## src/rtl/cartridge_bank_mapper_top_defines.svh

```systemverilog
// Assertion macros for the cartridge bank mapper.
`ifndef CARTRIDGE_BANK_MAPPER_TOP_DEFINES_SVH
`define CARTRIDGE_BANK_MAPPER_TOP_DEFINES_SVH

// Same-cycle implication, disabled during reset.
`define CBM_ASSERT_NOW(label, clk, rst_n, ante, cons) \
    label: assert property (@(posedge clk) disable iff (!rst_n) (ante) |-> (cons)) \
        else $error("cartridge bank mapper: same-cycle check failed");

// Next-cycle implication, disabled during reset.
`define CBM_ASSERT_NEXT(label, clk, rst_n, ante, cons) \
    label: assert property (@(posedge clk) disable iff (!rst_n) (ante) |=> (cons)) \
        else $error("cartridge bank mapper: next-cycle check failed");

`endif

```

## src/rtl/cbm_pkg.sv

```systemverilog
// Types and constants shared by the cartridge bank mapper modules.
`timescale 1ns / 1ps
`default_nettype none

package cbm_pkg;

    localparam logic [1:0] ACT_CPU_WRITE = 2'd0;
    localparam logic [1:0] ACT_CPU_READ  = 2'd1;
    localparam logic [1:0] ACT_PPU_READ  = 2'd2;

    localparam logic [1:0] TGT_NONE = 2'd0;
    localparam logic [1:0] TGT_PRG  = 2'd1;
    localparam logic [1:0] TGT_CHR  = 2'd2;

    localparam logic [0:0] CFG_PRG_BANK_BITS = 1'd0;
    localparam logic [0:0] CFG_CHR_BANK_BITS = 1'd1;

    localparam logic [3:0] PRG_BITS_RESET = 4'd5;
    localparam logic [3:0] CHR_BITS_RESET = 4'd8;

    localparam logic [7:0] BANK_LAST   = 8'hFF;
    localparam logic [7:0] BANK_SECOND = 8'hFE;

    localparam int CTRL_INDEX_BIT  = 0;
    localparam int CTRL_PRG_MODE   = 6;
    localparam int CTRL_CHR_INVERT = 7;

    typedef struct packed {
        logic [3:0]      prg_bits;
        logic [3:0]      chr_bits;
        logic            prg_mode;
        logic            chr_invert;
        logic [7:0][7:0] regs;
    } t_map_ctl;

    typedef struct packed {
        logic [1:0]  target;
        logic [20:0] rom_address;
        logic [7:0]  bank_number;
    } t_result;

    // Bank count mask; register values above 8 act as 8.
    function automatic logic [7:0] bank_mask(input logic [3:0] bits);
        logic [7:0] m;
        for (int i = 0; i < 8; i++) begin
            m[i] = (4'(i) < bits);
        end
        return m;
    endfunction

endpackage

`default_nettype wire

```

## src/rtl/cbm_map.sv

```systemverilog
// Address translation: one bus request to a PRG or CHR ROM address, or to no target.
`timescale 1ns / 1ps
`default_nettype none

module cbm_map (
    input  wire logic [1:0]       i_action,
    input  wire logic [15:0]      i_address,
    input  wire cbm_pkg::t_map_ctl i_ctl,
    output cbm_pkg::t_result      o_result
);

    logic [7:0] prg_raw;
    logic [7:0] chr_raw;
    logic [7:0] prg_bank;
    logic [7:0] chr_bank;
    logic [2:0] chr_win;
    logic       is_prg;
    logic       is_chr;

    always_comb begin
        case (i_address[14:13])
            2'd0:    prg_raw = i_ctl.prg_mode ? cbm_pkg::BANK_SECOND : i_ctl.regs[6];
            2'd1:    prg_raw = i_ctl.regs[7];
            2'd2:    prg_raw = i_ctl.prg_mode ? i_ctl.regs[6] : cbm_pkg::BANK_SECOND;
            default: prg_raw = cbm_pkg::BANK_LAST;
        endcase
    end

    assign chr_win = {i_address[12] ^ i_ctl.chr_invert, i_address[11:10]};

    always_comb begin
        case (chr_win)
            3'd0:    chr_raw = i_ctl.regs[0];
            3'd1:    chr_raw = i_ctl.regs[0] + 8'd1;
            3'd2:    chr_raw = i_ctl.regs[1];
            3'd3:    chr_raw = i_ctl.regs[1] + 8'd1;
            3'd4:    chr_raw = i_ctl.regs[2];
            3'd5:    chr_raw = i_ctl.regs[3];
            3'd6:    chr_raw = i_ctl.regs[4];
            default: chr_raw = i_ctl.regs[5];
        endcase
    end

    assign prg_bank = prg_raw & cbm_pkg::bank_mask(i_ctl.prg_bits);
    assign chr_bank = chr_raw & cbm_pkg::bank_mask(i_ctl.chr_bits);

    assign is_prg = (i_action == cbm_pkg::ACT_CPU_READ) && i_address[15];
    assign is_chr = (i_action == cbm_pkg::ACT_PPU_READ) && (i_address[15:13] == 3'd0);

    always_comb begin
        if (is_prg) begin
            o_result.target      = cbm_pkg::TGT_PRG;
            o_result.rom_address = {prg_bank, i_address[12:0]};
            o_result.bank_number = prg_bank;
        end else if (is_chr) begin
            o_result.target      = cbm_pkg::TGT_CHR;
            o_result.rom_address = {3'd0, chr_bank, i_address[9:0]};
            o_result.bank_number = chr_bank;
        end else begin
            o_result.target      = cbm_pkg::TGT_NONE;
            o_result.rom_address = 21'd0;
            o_result.bank_number = 8'd0;
        end
    end

endmodule

`default_nettype wire

```

## src/rtl/cartridge_bank_mapper_top.sv

```systemverilog
// Top level of the cartridge bank mapper: control state, mapping, output buffer.
//
//  channel   direction  handshake           payload
//  request   in         i_valid / o_stall   i_action, i_address, i_write_data
//  result    out        o_valid / i_stall   o_target, o_rom_address, o_bank_number
//  config    in         i_cfg_we            i_cfg_index, i_cfg_data
//
// One request per cycle while o_stall is low; its result is registered in the output
// register, or in the skid entry while the output is held by i_stall.
// A two-entry output buffer (register plus skid) keeps accepting while one
// result waits; o_stall rises only when both entries are full.
// Synchronous reset clears the bank registers, index and mode bits and sets the bank-bit widths to their defaults.
`timescale 1ns / 1ps
`default_nettype none
`include "cartridge_bank_mapper_top_defines.svh"

module cartridge_bank_mapper_top (
    input  wire logic        i_clk,
    input  wire logic        i_rst_n,
    input  wire logic        i_valid,
    output logic             o_stall,
    input  wire logic [1:0]  i_action,
    input  wire logic [15:0] i_address,
    input  wire logic [7:0]  i_write_data,
    output logic             o_valid,
    input  wire logic        i_stall,
    output logic [1:0]       o_target,
    output logic [20:0]      o_rom_address,
    output logic [7:0]       o_bank_number,
    input  wire logic        i_cfg_we,
    input  wire logic [0:0]  i_cfg_index,
    input  wire logic [3:0]  i_cfg_data
);

    logic [3:0]      r_prg_bits;
    logic [3:0]      r_chr_bits;
    logic [2:0]      r_bank_index;
    logic            r_prg_mode;
    logic            r_chr_invert;
    logic [7:0][7:0] r_regs;

    logic              r_out_valid;
    cbm_pkg::t_result  r_out;
    logic              r_skid_valid;
    cbm_pkg::t_result  r_skid;

    cbm_pkg::t_map_ctl map_ctl;
    cbm_pkg::t_result  n_result;
    logic              accept;
    logic              out_free;
    logic              ctrl_write;

    assign map_ctl.prg_bits   = r_prg_bits;
    assign map_ctl.chr_bits   = r_chr_bits;
    assign map_ctl.prg_mode   = r_prg_mode;
    assign map_ctl.chr_invert = r_chr_invert;
    assign map_ctl.regs       = r_regs;

    cbm_map u_map (
        .i_action  (i_action),
        .i_address (i_address),
        .i_ctl     (map_ctl),
        .o_result  (n_result)
    );

    assign o_stall  = r_skid_valid;
    assign accept   = i_valid && !r_skid_valid;
    assign out_free = !r_out_valid || !i_stall;
    assign ctrl_write = accept && (i_action == cbm_pkg::ACT_CPU_WRITE)
                        && (i_address[15:13] == 3'b100);

    always_ff @(posedge i_clk) begin
        if (!i_rst_n) begin
            r_prg_bits   <= cbm_pkg::PRG_BITS_RESET;
            r_chr_bits   <= cbm_pkg::CHR_BITS_RESET;
            r_bank_index <= 3'd0;
            r_prg_mode   <= 1'b0;
            r_chr_invert <= 1'b0;
            r_regs       <= '0;
        end else begin
            if (i_cfg_we) begin
                case (i_cfg_index)
                    cbm_pkg::CFG_PRG_BANK_BITS: r_prg_bits <= i_cfg_data;
                    cbm_pkg::CFG_CHR_BANK_BITS: r_chr_bits <= i_cfg_data;
                    default: ;
                endcase
            end
            if (ctrl_write) begin
                if (!i_address[cbm_pkg::CTRL_INDEX_BIT]) begin
                    r_bank_index <= i_write_data[2:0];
                    r_prg_mode   <= i_write_data[cbm_pkg::CTRL_PRG_MODE];
                    r_chr_invert <= i_write_data[cbm_pkg::CTRL_CHR_INVERT];
                end else begin
                    r_regs[r_bank_index] <= i_write_data;
                end
            end
        end
    end

    always_ff @(posedge i_clk) begin
        if (!i_rst_n) begin
            r_out_valid  <= 1'b0;
            r_skid_valid <= 1'b0;
        end else if (out_free) begin
            r_out_valid  <= r_skid_valid || accept;
            r_skid_valid <= 1'b0;
        end else if (accept) begin
            r_skid_valid <= 1'b1;
        end
    end

    always_ff @(posedge i_clk) begin
        if (out_free) begin
            r_out <= r_skid_valid ? r_skid : n_result;
        end else if (accept) begin
            r_skid <= n_result;
        end
    end

    assign o_valid       = r_out_valid;
    assign o_target      = r_out.target;
    assign o_rom_address = r_out.rom_address;
    assign o_bank_number = r_out.bank_number;

    // skid entry is only used behind a held output
    `CBM_ASSERT_NOW(a_skid_behind_out, i_clk, i_rst_n, r_skid_valid, r_out_valid)

    // no-target results carry zero address and bank
    `CBM_ASSERT_NOW(a_none_is_zero, i_clk, i_rst_n,
        o_valid && (o_target == cbm_pkg::TGT_NONE),
        (o_rom_address == 21'd0) && (o_bank_number == 8'd0))

    // a bank data write lands in the register picked by the bank index
    `CBM_ASSERT_NEXT(a_bank_write, i_clk, i_rst_n,
        ctrl_write && i_address[cbm_pkg::CTRL_INDEX_BIT],
        r_regs[$past(r_bank_index)] == $past(i_write_data))

endmodule

`default_nettype wire

```

## config.mk

```make
export PLATFORM = sky130hd
export DESIGN_NAME = cartridge_bank_mapper_top
export DESIGN_NICKNAME = d
export VERILOG_FILES = /design/src/rtl/cbm_pkg.sv /design/src/rtl/cbm_map.sv /design/src/rtl/cartridge_bank_mapper_top.sv
export VERILOG_INCLUDE_DIRS = /design/src /design/src/rtl
export SDC_FILE = /design/constraint.sdc
export NUM_CORES = 1
export LEC_CHECK = 0
export ABC_CLOCK_PERIOD_IN_PS = 4100
export BUFFER_PORTS_ARGS = -buffer_cell sky130_fd_sc_hd__buf_2
export CORE_MARGIN = 4
export CORE_UTILIZATION = 25
export DETAILED_ROUTE_END_ITERATION = 10
export PLACE_DENSITY_LB_ADDON = 0.3
export SYNTH_ARGS = -nofsm -noshare
export SYNTH_HDL_FRONTEND = slang
export SYNTH_SLANG_ARGS = --single-unit
```

## constraint.sdc

```tcl
create_clock -name i_clk -period 4.1 [get_ports i_clk]
set_clock_uncertainty 0.15 [all_clocks]
set_input_delay 0.615 -clock i_clk [delete_from_list [all_inputs] [get_ports i_clk]]
set_output_delay 0.615 -clock i_clk [all_outputs]
set_load 0.02 [all_outputs]
```

==> results of run 1 <==
==> worst max-delay path: cells and delay by family, from the launching register on <==
kind | cells | cell delay (ns)
AOI/OAI and AO/OA | 2 | 0.59
xor gates and xnor gates | 2 | 0.34
adders and majority gates | 1 | 0.27
DFF | 1 | 0.41
muxes | 2 | 0.44
and+or+nand+nor | 2 | 0.29
==> registers in the layout, summed over array words and instances (netlist names) <==
name           cells
r_bank_index       3
r_chr_bits         4
r_skid            31
r_chr_invert       1
o_bank_number      8
o_rom_address     21
o_stall            1
o_valid            1
map_ctl           64
o_target           2
r_prg_bits         4
r_prg_mode         1
==> synthesized netlist by cell type, types with 2 or more instances <==
master    count
o21bai_1      2
nand4_1       2
or3_1        10
and2_1       11
inv_1         9
a21oi_1      12
mux2_2       14
o221ai_1      5
o221a_2       2
nor3_2        2
a211oi_2      2
nor2_1       15
a311oi_2      2
or2_1        11
nor3_4        3
a41oi_1       2
o21ai_1       6
o21ai_0      26
nor2b_1       7
buf_2         9
nor3b_1       4
o31a_1        3
nand2_1     159
buf_4         2
mux4_2        2
a211o_1       2
edfxtp_1     62
xnor2_1       4
xor2_1        4
nand2b_1     12
dfxtp_1      79
nand3_1      25
mux2i_1      18
o211ai_1      3
clkbuf_1     31
a211oi_1      2
and4_1        2
o41ai_1       2
a31oi_1       6
a21boi_1     29
nor3_1       10
nor2_2        7
a21boi_0     39
==> kinds of logic (layout without fill, tap and decap cells) <==
family,count (synthesis),count (layout),synth area share
compound gates,162,162,0.177
xor+xnor,9,9,0.0127
fa+ha+maj,1,1,0.00184
buf+inv,55,119,0.0349
flops,141,141,0.506
mux,34,34,0.0563
simple gates,289,289,0.211
==> power by group <==
group	leakage, nW	internal, mW	switching [mW]
registers	1.27	1.50	0.0161
logic	1.34	0.0809	0.155
clock network	0.255	0.781	0.641
total	2.86	2.36	0.812
==> final timing paths <==
path	start	endpoint
setup / recovery	r_chr_invert	o_bank_number[4]
hold reg to reg	map_ctl[47]	map_ctl[47]
hold / removal	i_cfg_data[2]	r_prg_bits[2]
setup reg to reg	r_chr_invert	o_bank_number[4]
==> area by class of cell <==
cell class	instances	share of cell area
flip-flops and latches	141	0.431
inverters	11	0.00579
clock inverters	15	0.0144
clock buffers	17	0.0532
repair buffers	76	0.0501
multi-input cells	495	0.392
well taps	341	0.0534
==> placed cells by master, fill, tap and decap left out, drive strengths merged, types with 3 or more instances in the layout <==
| cell type | instances |
|---|---|
| mux2 | 14 |
| nand4 | 3 |
| nand2b | 12 |
| and2 | 11 |
| a31oi | 7 |
| o221ai | 6 |
| buf | 76 |
| xnor2 | 4 |
| nor2b | 7 |
| clkinv | 8 |
| mux2i | 18 |
| nor3b | 4 |
| nor3 | 15 |
| o211ai | 4 |
| a21oi | 12 |
| a211oi | 4 |
| a21boi | 68 |
| xor2 | 5 |
| clkbuf | 17 |
| nand3 | 26 |
| or2 | 11 |
| nor2 | 22 |
| nand2 | 159 |
| inv | 15 |
| o21ai | 32 |
| or3 | 10 |
| clkinvlp | 3 |
| dfxtp | 79 |
| edfxtp | 62 |
| o31a | 3 |
==> routing by layer <==
layer	global-route usage	wire length [microns]
met5	0	21
met3	0.0310	930
met1	0.173	8840
met4	0.0442	305
met2	0.200	8690
==> per-stage QoR <==
| step | power, mW | instances | utilization | setup slack [ns] |
|---|---|---|---|---|
| 2_1_floorplan | 1.70 | 691 | - | 0.847 |
| 3_3_place_gp | 1.79 | 1064 | 0.277 | 0.999 |
| 3_5_place_dp | 1.79 | 1064 | 0.277 | 0.975 |
| 4_1_cts | 3.21 | 1096 | 0.297 | 1.35 |
| 5_1_grt | 3.32 | 1096 | 0.297 | 1.19 |
| 6_report | 3.18 | 1096 | 0.297 | 1.34 |
==> impl_results.md, run 1 <==
- EDFF count, synth: 62
- Area share of the largest cell type after synthesis: 0.274
- First-pass GRT wire length: 29.9 mm
- Vias/cell: between 4 and 5
- Top cell type by total area after synthesis: edfxtp_1
- Reg area: around 0.0034 sq mm
- Core area: 0.0269 sq mm
- Final Max Slew Viols: 0
- Synth unique cells: 75
- Fill cell count: 2851
- Final TNS setup: 0 ns
- Relative slew margins: 0.497
- Register area share after synthesis: 0.506
- Via count: 5128
- Clk slew on worst S/H paths: around 0.060 ns
- Area Overhead vs Synth: 17.5%
- CTS Sinks: 141
- CP peak stage delay: 0.41 ns
- Minimum hold slack: 0.298 ns
- Critical path class: flip-flop to flip-flop
- Resize count post-CTS: 0
- Root Driver: clkbuf_16
- Nets: 779
- Hold Path Class: primary input to flip-flop
- CTS Buffer Depth: 2
- Net Count, Synth: 728
- Post-Syn Area: slightly below 0.007 sq mm
- Worst setup EP type: flip-flop
- H-tree depth: 4
- Die X: between 150 and 200 microns
- Ant diodes: 0
- Area of the multi-input gates: 0.00313 sq mm
- First DRT Iteration DRCs: 369
- Vias in the first global route: 5072
- # hold bufs at CTS: 0
- Fin crit share: 0.672
- Leak: 2.86 nW
- Worst Max-Slew Pin Slew: around 0.75 ns
- Arr. time, crit path: 2.75 ns
- Share of cells above drive strength 1: 0.207
- Critical Path Slowest Stage Cell: dfxtp_1
- Final min period: 2.76 ns
- Largest net degree at the start of global routing: 48
- PortBufs: 68
- Unrepaired setup endpoints after global routing: false
- Initial antenna violation count: 2
- Rows: 60
- Max Clock Freq: 0.363 GHz
- CTS Buf Count: 17
- Final Hold Fails: 0
- GP Congestion: approximately 0.84
- Post-CTS setup buffer count: 0
- Skew-Pair Late Insertion Delay: roughly 0.42 ns
- Register bit total from synthesis: 141
- Top cells by area, synth: edfxtp_1 (27%), dfxtp_1 (23%), nand2_1 (8.8%)
- Total grt overflow: 0
- Worst vdd ir: 0.000278 V
- Yosys warning total: 0
- Design area: 0.00799 sq mm
- Flop-to-flop setup slack: 1.34 ns
- DRT Wirelength: about 19 mm
- Hold path cells: 3
- Status: finished clean
- Primary FF master, synth: dfxtp_1
- Max-cap violations: 0
- Final HPWL DP: 13.4 mm
- Pre-antenna DRT Iters: 5
- Tot GR Track Use: 0.128
- Worst EP required: just over 4 ns
- Most frequent CP cell: nand3_1
- Syn_area_per_cell: 9.85 sq um
- CTS tree: done
- I/O Pins: between 60 and 70
- Path depth of the worst reg2reg path: 9
- Die H: 173 microns
- P per Cell Area: 398 mW/mm^2
- Final setup vio count: 0
- Post-synthesis cell count: 691
- Worst Path Max Fanout: 6
- Full die area: about 0.03 sq mm
- Placed inst area: 0.00745 sq mm
- Async S/R FF share, synth: 0
- Startpoint Class: flip-flop
- Crit-path cells: xnor2_1 > nand3_1 > mux2_2 > ha_1 > nand3_1 > xor2_1 > mux2i_1 > a221oi_2 > o221ai_1
- DRC viols: 0
- Starting Density: 0.253
- ANT nets after route: 0
- WL/cell: 17.1 microns
(Power assumes the default switching activity.)
==> inputs of run 2 (changes only) <==
ABC_CLOCK_PERIOD_IN_PS = 2300   (was 4100)
clock period = 2.3 ns   (was 4.1 ns; I/O delays follow)
==> impl_results.md, run 2 (synthesis results as in run 1) <==
- Leading cell type in the layout, fill and taps excluded: nand2_1
- Skew-Pair Late Insertion Delay: 0.43 ns (about the same)
- Placed Cells: 1109 (+4.2%)
- Vias in the first global route: 5188 (+2.3%)
- Relative slew margins: 0.599 (+0.103)
- Path depth of the worst reg2reg path: 10 (+1)
- CTS Buffer Depth: 2 (unchanged)
- Final min period: 2.34 ns (-0.420 ns)
- I/O Pins: 69 (unchanged)
- Die H: 173 microns (unchanged)
- Area of the multi-input gates: 0.00329 sq mm (+5.1%)
- CTS Sinks: 141 (unchanged)
- DRT Wirelength: 19.5 mm (+3.6%)
- Rows: 60 (unchanged)
- Startpoint Class: flip-flop
- GP Congestion: 0.839 (about the same)
- # hold bufs at CTS: 0 (unchanged)
- Worst EP required: 2.29 ns (-1.80 ns)
- Minimum hold slack: 0.0279 ns (-0.270 ns)
- WL/cell: 17.0 microns (-0.71%)
- Most frequent cells in the layout: nand2_1 (156), dfxtp_1 (78), buf_2 (68)
- First DRT Iteration DRCs: 485 (+31%)
- Final Hold Fails: 0 (unchanged)
- Largest net degree at the start of global routing: 80 (+67%)
- Final HPWL DP: 13.9 mm (+3.4%)
- Worst Max-Slew Pin Slew: 0.586 ns (-0.168 ns)
- Area Overhead vs Synth: 26.2%
- Vias/cell: 4.67 (-0.12%)
- Die X: 173 microns (unchanged)
- Ant diodes: 0 (unchanged)
- Initial antenna violation count: 0 (-2)
- Nets: 827 (+6.2%)
- Pre-antenna DRT Iters: 5 (unchanged)
- Violations in the final reports: negative setup slack
- Root Driver: clkbuf_16
- PortBufs: 68 (unchanged)
- Max-cap violations: 0 (unchanged)
- Final Non-Filler Cells: 1144 (+4.4%)
- Worst vdd ir: 0.000526 V (+89%)
- Max reg flops: 64 (unchanged)
- Hold path cells: 3 (unchanged)
- Unrepaired setup endpoints after global routing: true
- Starting Density: 0.253 (unchanged)
- Tot GR Track Use: 0.130 (+0.00180)
- Total grt overflow: 0 (unchanged)
- Final Max Slew Viols: 0 (unchanged)
- Hold Path Class: primary input to flip-flop
- Worst setup margin: -0.0350 ns (-1.38 ns)
- Critical Path Slowest Stage Cell: dfxtp_4
- Leak: 3.19 nW (+11%)
- Power Total: 5.95 mW (+87%)
- Share of cells above drive strength 1: 0.278 (+0.0711)
- CP peak stage delay: 0.36 ns (-0.05 ns)
- Setup WS pre-CTS: -0.235 ns (-1.21 ns)
- Worst Path Max Fanout: 4 (-2)
- Arr. time, crit path: 2.33 ns (-0.42 ns)
- Final setup vio count: 4 (+4)
- First-pass GRT wire length: 30.6 mm (+2.6%)
- ANT nets after route: 0 (unchanged)
- Reg area: 0.00345 sq mm (+0.11%)
- Via count: 5346 (+4.3%)
- H-tree depth: 4 (unchanged)
- P per Cell Area: 693 mW/mm^2 (+74%)
- Full die area: 0.0299 sq mm (unchanged)
- Clk slew on worst S/H paths: 0.06 ns (about the same)
- Worst flop-to-flop path startpoint: r_chr_invert
- DRC viols: 0 (unchanged)
- Worst Hold Launch: i_cfg_data[2]
- Crit-path cells: xnor2_4 > nand3_4 > mux2_4 > ha_4 > buf_6 > nand2_4 > o21ai_1 > nand3_4 > a311oi_2 > a311oi_2
- CTS tree: done
- CTS Buf Count: 17 (unchanged)
- Worst setup EP type: flip-flop
- Crit path from: r_chr_invert
- Fin crit share: 1.02 (+0.343)
- Critical path class: flip-flop to flip-flop
- Max Clock Freq: 0.428 GHz (+18%)
- Fill cell count: 2739 (-3.9%)
- Status: complete, but fails checks
- Core area: 0.0269 sq mm (unchanged)
run 2: cell count changes in the layout (fill, tap and decap cells not counted), moves of 3 or more:
cell      delta
buf_4       +45
clkinv_1     -3
nand2_1      -3
nand3_1      -6
nand3_2      +3
nand3_4      +3
o21ai_0      -3
run 2: worst max-delay path, delay by kind of cell, from the launching register on:
kind | cells | cell delay (ns)
xor+xnor | 1 | 0.16
buf+inv | 1 | 0.11
flops | 1 | 0.36
fa+ha+maj | 1 | 0.16
compound gates | 3 | 0.60
mux | 1 | 0.23
simple gates | 3 | 0.27
run 2: cell type report:
type	count	share of cell area
flip-flops and latches	141	0.401
repair buffers	124	0.0919
clock inverters	12	0.0160
well taps	341	0.0497
clock buffers	20	0.0520
inverters	11	0.00539
multi-input cells	495	0.384
run 2: path summary, 6_finish.rpt:
check                                   endpoint  slack, ns
worst min-delay path               r_prg_bits[2]       0.03
worst max-delay path            o_bank_number[6]      -0.04
worst max register to register  o_bank_number[6]      -0.04
worst min register to register       map_ctl[43]       0.30
run 2: timing repair:
action                                  in CTS  in global routing
buffers inserted                             3                  0
resized for setup                            5                 15
pin swaps                                    2                  4
endpoints found under the setup margin       7                 22
run 2: where the power goes:
group | switching (mW) | internal, mW | leakage [nW]
clock | 1.12 | 1.64 | 0.281
combinational | 0.303 | 0.188 | 1.64
sequential | 0.0251 | 2.68 | 1.27
total | 1.44 | 4.50 | 3.19
run 2: per-stage QoR:
stage / instance area [sq um] / util / TNS [ns]
after floorplan: 6910 / - / -0.259
after global placement: 7890 / 0.293 / -1.74
after global routing: 8590 / 0.320 / -0.730
after detailed placement: 7890 / 0.293 / -1.89
after CTS: 8510 / 0.317 / 0
final: 8590 / 0.320 / -0.0595
run 2: per-layer routing:
metal,up-vias,wire length [microns],share of wire,track usage
li1,2657,-,-,-
met1,2546,9480,0.49,0.183
met2,126,8810,0.45,0.201
met3,17,880,0.045,0.0267
met4,0,299,0.015,0.0382
met5,-,0,0,0
